$ cat src/roeo_pkg.sv
// Types, constants and binary32 arithmetic functions for the ray origin offset block.
package roeo_pkg;

	typedef logic [31:0] f32_t;

	typedef struct packed {
		logic [23:0]        m;
		logic signed [11:0] e;
	} unp_t;

	localparam f32_t CANON_NAN = 32'h7FC0_0000;
	localparam f32_t POS_INF   = 32'h7F80_0000;
	localparam f32_t NEG_INF   = 32'hFF80_0000;
	localparam f32_t SIGN_BIT  = 32'h8000_0000;
	localparam f32_t FP_TWO    = 32'h4000_0000;
	localparam int   SQ_ITER   = 26;
	localparam int   DIV_ITER  = 27;

	function automatic logic f_nan(input f32_t a);
		return (a[30:23] == 8'hFF) && (a[22:0] != 23'd0);
	endfunction

	function automatic logic f_inf(input f32_t a);
		return (a[30:23] == 8'hFF) && (a[22:0] == 23'd0);
	endfunction

	function automatic logic f_zero(input f32_t a);
		return a[30:0] == 31'd0;
	endfunction

	function automatic logic [4:0] lzc24(input logic [23:0] v);
		logic [4:0] n;
		n = 5'd24;
		for (int i = 0; i < 24; i++) begin
			if (v[i]) n = 5'(23 - i);
		end
		return n;
	endfunction

	function automatic logic [4:0] lzc27(input logic [26:0] v);
		logic [4:0] n;
		n = 5'd27;
		for (int i = 0; i < 27; i++) begin
			if (v[i]) n = 5'(26 - i);
		end
		return n;
	endfunction

	// normalize a finite nonzero operand: value = m/2^23 * 2^(e-127)
	function automatic unp_t fp_norm(input f32_t a);
		unp_t       u;
		logic [4:0] lz;
		lz = lzc24({1'b0, a[22:0]});
		if (a[30:23] != 8'd0) begin
			u.m = {1'b1, a[22:0]};
			u.e = $signed({4'd0, a[30:23]});
		end else begin
			u.m = {1'b0, a[22:0]} << lz;
			u.e = 12'sd1 - $signed({7'd0, lz});
		end
		return u;
	endfunction

	// round to nearest even: value = m/2^26 * 2^(e-127), m[1:0] sticky
	function automatic f32_t fp_round(input logic s, input logic signed [11:0] e,
			input logic [26:0] m);
		logic signed [11:0] sh;
		logic [26:0]        mm;
		logic [26:0]        lm;
		logic [7:0]         ef;
		logic               inc;
		logic [24:0]        q;
		logic [31:0]        r;
		sh = 12'sd1 - e;
		if (sh > 12'sd27) sh = 12'sd27;
		lm = (27'd1 << sh[4:0]) - 27'd1;
		if (e >= 12'sd255) return {s, 8'hFF, 23'd0};
		if (e <= 12'sd0) begin
			mm = (m >> sh[4:0]) | {26'd0, |(m & lm)};
			ef = 8'd0;
		end else begin
			mm = m;
			ef = e[7:0] - 8'd1;
		end
		inc = mm[2] & (mm[3] | mm[1] | mm[0]);
		q   = {1'b0, mm[26:3]} + {24'd0, inc};
		r   = {1'b0, ef, 23'd0} + {7'd0, q};
		return {s, r[30:0]};
	endfunction

	function automatic f32_t fp_mul(input f32_t a, input f32_t b);
		logic               s;
		unp_t               ua;
		unp_t               ub;
		logic [47:0]        p;
		logic signed [11:0] e;
		logic [26:0]        m;
		s  = a[31] ^ b[31];
		ua = fp_norm(a);
		ub = fp_norm(b);
		p  = ua.m * ub.m;
		e  = ua.e + ub.e - 12'sd127 + $signed({11'd0, p[47]});
		m  = p[47] ? {p[47:22], |p[21:0]} : {p[46:21], |p[20:0]};
		if (f_nan(a) || f_nan(b) || (f_inf(a) && f_zero(b)) || (f_zero(a) && f_inf(b)))
			return CANON_NAN;
		if (f_inf(a) || f_inf(b)) return {s, POS_INF[30:0]};
		if (f_zero(a) || f_zero(b)) return {s, 31'd0};
		return fp_round(s, e, m);
	endfunction

	function automatic f32_t fp_add(input f32_t a, input f32_t b);
		f32_t               x;
		f32_t               y;
		logic [7:0]         ex;
		logic [7:0]         ey;
		logic [7:0]         d;
		logic [26:0]        am;
		logic [26:0]        bm;
		logic [26:0]        bs;
		logic [26:0]        lmask;
		logic [27:0]        sum;
		logic [26:0]        m;
		logic [4:0]         lz;
		logic signed [11:0] e;
		if (f_nan(a) || f_nan(b)) return CANON_NAN;
		if (f_inf(a) && f_inf(b) && (a[31] != b[31])) return CANON_NAN;
		if (f_inf(a)) return a;
		if (f_inf(b)) return b;
		if (f_zero(a) && f_zero(b)) return {a[31] & b[31], 31'd0};
		if (f_zero(a)) return b;
		if (f_zero(b)) return a;
		if (b[30:0] > a[30:0]) begin
			x = b;
			y = a;
		end else begin
			x = a;
			y = b;
		end
		ex = (x[30:23] == 8'd0) ? 8'd1 : x[30:23];
		ey = (y[30:23] == 8'd0) ? 8'd1 : y[30:23];
		d  = ex - ey;
		am = {(x[30:23] != 8'd0), x[22:0], 3'b000};
		bm = {(y[30:23] != 8'd0), y[22:0], 3'b000};
		lmask = (27'd1 << d[4:0]) - 27'd1;
		if (d > 8'd26) bs = {26'd0, |bm};
		else bs = (bm >> d[4:0]) | {26'd0, |(bm & lmask)};
		if (x[31] ^ y[31]) sum = {1'b0, am} - {1'b0, bs};
		else sum = {1'b0, am} + {1'b0, bs};
		if (sum == 28'd0) return 32'd0;
		lz = lzc27(sum[26:0]);
		if (sum[27]) begin
			m = {sum[27:2], sum[1] | sum[0]};
			e = $signed({4'd0, ex}) + 12'sd1;
		end else begin
			m = sum[26:0] << lz;
			e = $signed({4'd0, ex}) - $signed({7'd0, lz});
		end
		return fp_round(x[31], e, m);
	endfunction

	function automatic f32_t step_up(input f32_t u);
		if (f_nan(u) || (u == POS_INF)) return u;
		if (u == SIGN_BIT) return 32'd1;
		if (u[31]) return u - 32'd1;
		return u + 32'd1;
	endfunction

	function automatic f32_t step_down(input f32_t u);
		if (f_nan(u) || (u == NEG_INF)) return u;
		if (u == 32'd0) return SIGN_BIT | 32'd1;
		if (u[31]) return u + 32'd1;
		return u - 32'd1;
	endfunction

endpackage

$ cat src/roeo_sqrt.sv
// Pipelined correctly rounded binary32 square root, one result bit per stage.
module roeo_sqrt #(
	parameter int SW = 1
) (
	input  logic               clk,
	input  logic               arst_n,
	input  logic               en,
	input  logic               in_vld,
	input  roeo_pkg::f32_t     x,
	input  logic [SW-1:0]      in_side,
	output logic               out_vld,
	output roeo_pkg::f32_t     root,
	output logic [SW-1:0]      out_side
);
	import roeo_pkg::*;

	localparam int NIT = SQ_ITER;
	localparam int RW  = 2 * SQ_ITER - 1;

	unp_t               u;
	logic signed [11:0] eu;
	logic signed [11:0] hf0;
	logic               sp0;
	f32_t               sv0;
	logic [RW-1:0]      big0;

	logic               v_s   [0:NIT];
	logic [RW-1:0]      big_s [0:NIT];
	logic [RW-1:0]      res_s [0:NIT];
	logic signed [11:0] hf_s  [0:NIT];
	logic               sp_s  [0:NIT];
	f32_t               sv_s  [0:NIT];
	logic [SW-1:0]      sd_s  [0:NIT];

	logic [24:0]        qr;
	logic               inc;
	logic signed [11:0] hfe;
	f32_t               rt;

	always_comb begin
		u  = fp_norm(x);
		eu = u.e - 12'sd127;
		if (eu[0]) begin
			big0 = {27'd0, u.m} << 26;
			hf0  = ((eu - 12'sd49) >>> 1) + 12'sd1;
		end else begin
			big0 = {27'd0, u.m} << 25;
			hf0  = ((eu - 12'sd48) >>> 1) + 12'sd1;
		end
		sp0 = 1'b1;
		if (f_nan(x)) sv0 = CANON_NAN;
		else if (f_zero(x)) sv0 = x;
		else if (x[31]) sv0 = CANON_NAN;
		else if (f_inf(x)) sv0 = x;
		else begin
			sp0 = 1'b0;
			sv0 = x;
		end
	end

	always_ff @(posedge clk or negedge arst_n) begin
		if (!arst_n) v_s[0] <= 1'b0;
		else if (en) v_s[0] <= in_vld;
	end

	always_ff @(posedge clk) begin
		if (en) begin
			big_s[0] <= big0;
			res_s[0] <= '0;
			hf_s[0]  <= hf0;
			sp_s[0]  <= sp0;
			sv_s[0]  <= sv0;
			sd_s[0]  <= in_side;
		end
	end

	for (genvar k = 0; k < NIT; k++) begin : g_it
		localparam logic [RW-1:0] BITV = {{(RW-1){1'b0}}, 1'b1} << (2 * (NIT - 1 - k));
		logic [RW-1:0] trial;
		logic [RW-1:0] nb;
		logic [RW-1:0] nr;
		logic          ge;

		always_comb begin
			trial = res_s[k] + BITV;
			ge    = big_s[k] >= trial;
			nb    = ge ? big_s[k] - trial : big_s[k];
			nr    = ge ? (res_s[k] >> 1) + BITV : res_s[k] >> 1;
		end

		always_ff @(posedge clk or negedge arst_n) begin
			if (!arst_n) v_s[k+1] <= 1'b0;
			else if (en) v_s[k+1] <= v_s[k];
		end

		always_ff @(posedge clk) begin
			if (en) begin
				big_s[k+1] <= nb;
				res_s[k+1] <= nr;
				hf_s[k+1]  <= hf_s[k];
				sp_s[k+1]  <= sp_s[k];
				sv_s[k+1]  <= sv_s[k];
				sd_s[k+1]  <= sd_s[k];
			end
		end
	end

	always_comb begin
		inc = res_s[NIT][0] & ((big_s[NIT] != '0) | res_s[NIT][1]);
		qr  = {1'b0, res_s[NIT][24:1]} + {24'd0, inc};
		hfe = qr[24] ? hf_s[NIT] + 12'sd1 : hf_s[NIT];
		rt  = {1'b0, 8'(hfe + 12'sd150), qr[24] ? 23'd0 : qr[22:0]};
	end

	always_ff @(posedge clk or negedge arst_n) begin
		if (!arst_n) out_vld <= 1'b0;
		else if (en) out_vld <= v_s[NIT];
	end

	always_ff @(posedge clk) begin
		if (en) begin
			root     <= sp_s[NIT] ? sv_s[NIT] : rt;
			out_side <= sd_s[NIT];
		end
	end

endmodule

$ cat config.mk
export PLATFORM = sky130hd
export DESIGN_NAME = roeo_sqrt
export DESIGN_NICKNAME = d
export VERILOG_FILES = /design/src/roeo_pkg.sv /design/src/roeo_sqrt.sv
export SDC_FILE = /design/constraint.sdc
export NUM_CORES = 2
export LEC_CHECK = 0
export BUFFER_PORTS_ARGS = -buffer_cell sky130_fd_sc_hd__buf_2
export CAP_MARGIN = 10
export CELL_PAD_IN_SITES_DETAIL_PLACEMENT = 2
export CELL_PAD_IN_SITES_GLOBAL_PLACEMENT = 2
export CORE_MARGIN = 1.5
export CORE_UTILIZATION = 50
export CTS_BUF_LIST = sky130_fd_sc_hd__clkbuf_16
export DETAILED_ROUTE_END_ITERATION = 10
export GPL_ROUTABILITY_DRIVEN = 0
export PLACE_DENSITY = 0.94
export RECOVER_POWER = 100
export SYNTH_ARGS = -nofsm -noshare
export SYNTH_HDL_FRONTEND = slang
export SYNTH_SLANG_ARGS = --single-unit
export TNS_END_PERCENT = 5
$ cat constraint.sdc
create_clock -name clk -period 12.41 [get_ports clk]
set_input_delay 2.482 -clock clk [delete_from_list [all_inputs] [get_ports clk]]
set_output_delay 2.482 -clock clk [all_outputs]
set_load 0.01 [all_outputs]
==> results of run 1 <==
==> cell families after synthesis <==
group           Yosys count
flops                  2377
xor+xnor                570
buf+inv                 594
fa+ha+maj               332
simple gates           1739
mux                     123
compound gates         1135
==> Yosys cell counts, types with 10 or more instances <==
library cell / n
edfxtp_1: 2349
inv_1: 456
nand2_1: 456
nor2_1: 434
ha_1: 319
a21oi_1: 309
o21ai_0: 298
xnor2_1: 294
xor2_1: 275
nor3_1: 184
nor4_1: 125
a21o_1: 115
clkbuf_1: 113
nand3_1: 100
mux2_2: 81
o21a_1: 75
or3_1: 71
nand2b_1: 69
o31ai_1: 58
nor2b_1: 44
a211oi_1: 43
and2_1: 43
nand4_1: 43
o21bai_1: 41
mux2i_1: 35
or4_1: 34
and3_1: 33
dfrtp_1: 28
nand3b_1: 25
or2_2: 23
a31oi_1: 18
a21boi_0: 15
o211ai_1: 15
buf_1: 14
o22ai_1: 14
a2111oi_0: 13
fa_1: 13
nor3b_1: 11
nor4b_1: 11
a22o_1: 10
o311ai_0: 10
==> stage by stage <==
stage                   setup WS (ns)  instance area, um2  std cells  hold WS (ns)
after floorplan                 5.121               99820       6870        0.4003
after global placement          3.980              103400       9489        0.4002
==> flow_metrics.tcl, run 1 <==
set metrics [dict create \
    numPortBuffers 70 \
    async_reset_ff_frac 0.01178 \
    synth_compound_gate_area_share 0.07172 \
    rows 163 \
    initial_core_util 0.5046 \
    synth_edf_count 2349 \
    die_w_um 449.8 \
    synth-adder-area-share 0.04259 \
    synth-xor-area-share 0.05015 \
    lastStage "3_5_place_dp" \
    syn-num-nets 7239 \
    yosysSeqAreaShare 0.7136 \
    status "did not finish" \
    die_h_um 449.8 \
    yosysUniqueCellTypes 84 \
    error "[ERROR DPL-0033] detailed placement checks failed during check placement." \
    num_io_pins 71 \
    synthFlopType "edfxtp_1" \
    synth_area_leaders "edfxtp_1 71%, ha_1 4.0%, xnor2_1 2.6%" \
    synth-seq-cells 2377 \
    synth_area_um2 99820 \
    yosysWarnings 0 \
    yosysTopAreaCell "edfxtp_1" \
    dp_hpwl_um 430500 \
    avgSynthCellArea_um2 14.53 \
    synth.area.mux_share 0.01415 \
    netlist.area_leader.share 0.7066 \
    syn_inst 6870 \
    synth-simple-area-share 0.08517 \
    synth_top_family_by_area "simple AND/OR/NAND/NOR gates" \
]
==> inputs of run 2 (changes only) <==
--- a/config.mk
+++ b/config.mk
@@ -7,14 +7,11 @@
 export LEC_CHECK = 0
 export BUFFER_PORTS_ARGS = -buffer_cell sky130_fd_sc_hd__buf_2
 export CAP_MARGIN = 10
-export CELL_PAD_IN_SITES_DETAIL_PLACEMENT = 2
-export CELL_PAD_IN_SITES_GLOBAL_PLACEMENT = 2
 export CORE_MARGIN = 1.5
-export CORE_UTILIZATION = 50
-export CTS_BUF_LIST = sky130_fd_sc_hd__clkbuf_16
+export CORE_UTILIZATION = 40
 export DETAILED_ROUTE_END_ITERATION = 10
 export GPL_ROUTABILITY_DRIVEN = 0
-export PLACE_DENSITY = 0.94
+export PLACE_DENSITY_LB_ADDON = 0.15
 export RECOVER_POWER = 100
 export SYNTH_ARGS = -nofsm -noshare
 export SYNTH_HDL_FRONTEND = slang
==> run 2 against run 1 <==
Compared with the run above:
- the flow now finishes, with violations (max-capacitance violations, max-slew violations)
- area after synthesis did not move
- synthesized cell count did not move
==> flow_metrics.tcl, run 2 <==
set metrics [dict create \
    status "finished, violations left" \
    violations "max-capacitance violations, max-slew violations" \
    synth-seq-cells 2377 \
    max_freq_mhz 108.2 \
    grt_pass1_wl_um 274100 \
    final_cell_mix "2349 x edfxtp_1, 459 x inv_1, 456 x nand2_1" \
    avgSynthCellArea_um2 14.53 \
    yosysUniqueCellTypes 84 \
    regToRegSetupSlack_ns 4.79 \
    yosysTopAreaCell "edfxtp_1" \
    stdcell_count 10640 \
    busiest_layer "met2" \
    critical_path.top_delay_family "buffers and inverters" \
    coreArea_um2 248400 \
    post-route-period-util 0.7449 \
    antenna_found_initial 12 \
    cpMaxStageDelayCell "clkbuf_1" \
    rows 183 \
    netlist.area_leader.share 0.7066 \
    crit_fanout 130 \
    cts-buffers-inserted 279 \
    synth_edf_count 2349 \
    hold_viol 0 \
    synth_area_leaders "edfxtp_1 71%, ha_1 4.0%, xnor2_1 2.6%" \
    design_area_um2 112500 \
    cp-start-kind "input pin" \
    cts_resized 0 \
    synth_area_um2 99820 \
    drive_above_1_share 0.07210 \
    cp_common_cell "clkbuf_1" \
    r2r-end "big_s[1][526]" \
    syn_inst 6870 \
    yosysWarnings 0 \
    yosysSeqAreaShare 0.7136 \
    place_inst 10170 \
    endpoint_kind "flop" \
    first_pass_iters 8 \
    drc 0 \
    peakVddDrop_uv 137.9 \
    use_met1 0.1634 \
    clkTransAtPathRegs_ns 0.06 \
    cp_cell_sequence "clkbuf_1 > clkbuf_1" \
    synthTopCellsByCount "2349 x edfxtp_1, 456 x inv_1, 456 x nand2_1, 434 x nor2_1, 319 x ha_1" \
    skew_ns 0.07006 \
    cts_buffer_depth 4 \
    dieArea_um2 252600 \
    fin_nets 7492 \
    drt_wl_total_um 168900 \
    use_met2 0.2259 \
    cp.required_ns 12.86 \
    crit_buf_inv 2 \
    yosysMostFrequentCell "edfxtp_1" \
    maxCapViolCount 6 \
    holdCritStartpoint "sv_s[0][366]" \
    async_reset_ff_frac 0.01178 \
    grt_pass1_vias 53110 \
    clock_latency_ns 0.92 \
    initial_core_util 0.4018 \
    vias 52820 \
    largest_reg_flops 864 \
    rsz0062_at_grt "false" \
    synthFlopType "edfxtp_1" \
    reg_top3 "sv_s x864, big_s x857, res_s x325" \
    rr_worst_depth 11 \
    dp_hpwl_um 111000 \
    hold_depth 0 \
    critPathKind "input pin to flop" \
    top_register "sv_s" \
    root_buffer "clkbuf_16" \
    leakagePower_uw 0.04067 \
    wl_per_cell_um 15.87 \
    timing.setup.tns_ns 0 \
    grt_overflow_total 0 \
    ant_nets 0 \
    hold_ws_ns 0.3750 \
    met3_usage 0.02548 \
    timing.slew.headroom -4.044 \
    cts_tree "built" \
    die_h_um 502.6 \
    dpl_cell_area_um2 104300 \
    hold_class "flop to flop" \
    hold_buffers 0 \
    post_cts_buffers 0 \
    power.density_nw_per_um2 177.8 \
    grt_max_degree 203 \
    power_uw 20000 \
    syn-num-nets 7239 \
    die_w_um 502.6 \
    htreeDepth 5 \
    numPortBuffers 70 \
    cts.sinks 2377 \
    num_io_pins 71 \
    grt_usage 0.1326 \
    cp.arrival_ns 9.70 \
    worstMarginPinSlew_ns 7.566 \
    initialDrtViolationCount 3734 \
    slowest_delay_ns 5.12 \
    drv_slew 328 \
    layout_min_cycle_time_ns 9.245 \
    setup_viol 0 \
    viasPerCell 4.963 \
    min_to "sv_s[0][398]" \
    layout_commonest_cell "edfxtp_1" \
    r2r-start "big_s[1][494]" \
    area_delta_synth_final_pct 12.72 \
]
run 2: cell counts after synthesis:
No cell type changed its count.
run 2: worst max path at each step:
stage	start	endpoint	slack, ns	depth (start not counted)
after floorplan	x[13]	hf_s[0][7]	5.12	19
after CTS	x[0]	hf_s[0][7]	4.94	18
after detailed placement	x[0]	hf_s[0][7]	3.90	18
after global placement	x[7]	hf_s[0][7]	4.07	18
after global routing	en	sv_s[0][321]	2.21	2
final	en	sv_s[0][236]	3.17	2
run 2: report_power, final:
group / switching, uW / internal, uW
registers: 413 / 9800
logic: 1310 / 939
clock network: 2980 / 4570
total: 4700 / 15300
run 2: kinds of logic after synthesis:
logic type / after synthesis / share of synthesized area
flip-flops: 2377 / 0.7136
AND/OR/NAND/NOR: 1739 / 0.08517
AO/OA/AOI/OAI: 1135 / 0.07172
buffers and inverters: 594 / 0.02257
XOR/XNOR: 570 / 0.05015
adder cells (fa/ha/maj): 332 / 0.04259
multiplexers: 123 / 0.01415
run 2: cell type report:
type                            count  area (um2)
Fill cell                       21680      135900
Clock inverter                    116        1001
Clock buffer                      351        7411
Timing Repair Buffer              104       635.6
Antenna cell                        5       12.51
Tap cell                         3330        4167
Inverter                          462        1734
Sequential cell                  2377       71240
Multi-Input combinational cell   3899       26320
run 2: stage by stage:
stage / setup slack [ns] / util
floorplan: 5.121 / -
global placement: 4.068 / 0.4197
detailed placement: 3.905 / 0.4197
CTS: 4.938 / 0.4536
global route: 2.211 / 0.4529
finish: 3.165 / 0.4529
run 2: metal layers:
layer / vias to the layer above / wire length [um]
met5: - / 92
met4: 14 / 6187
met3: 422 / 7147
met2: 1073 / 81600
met1: 25160 / 73880
li1: 26160 / -
(Power assumes the default switching activity.)
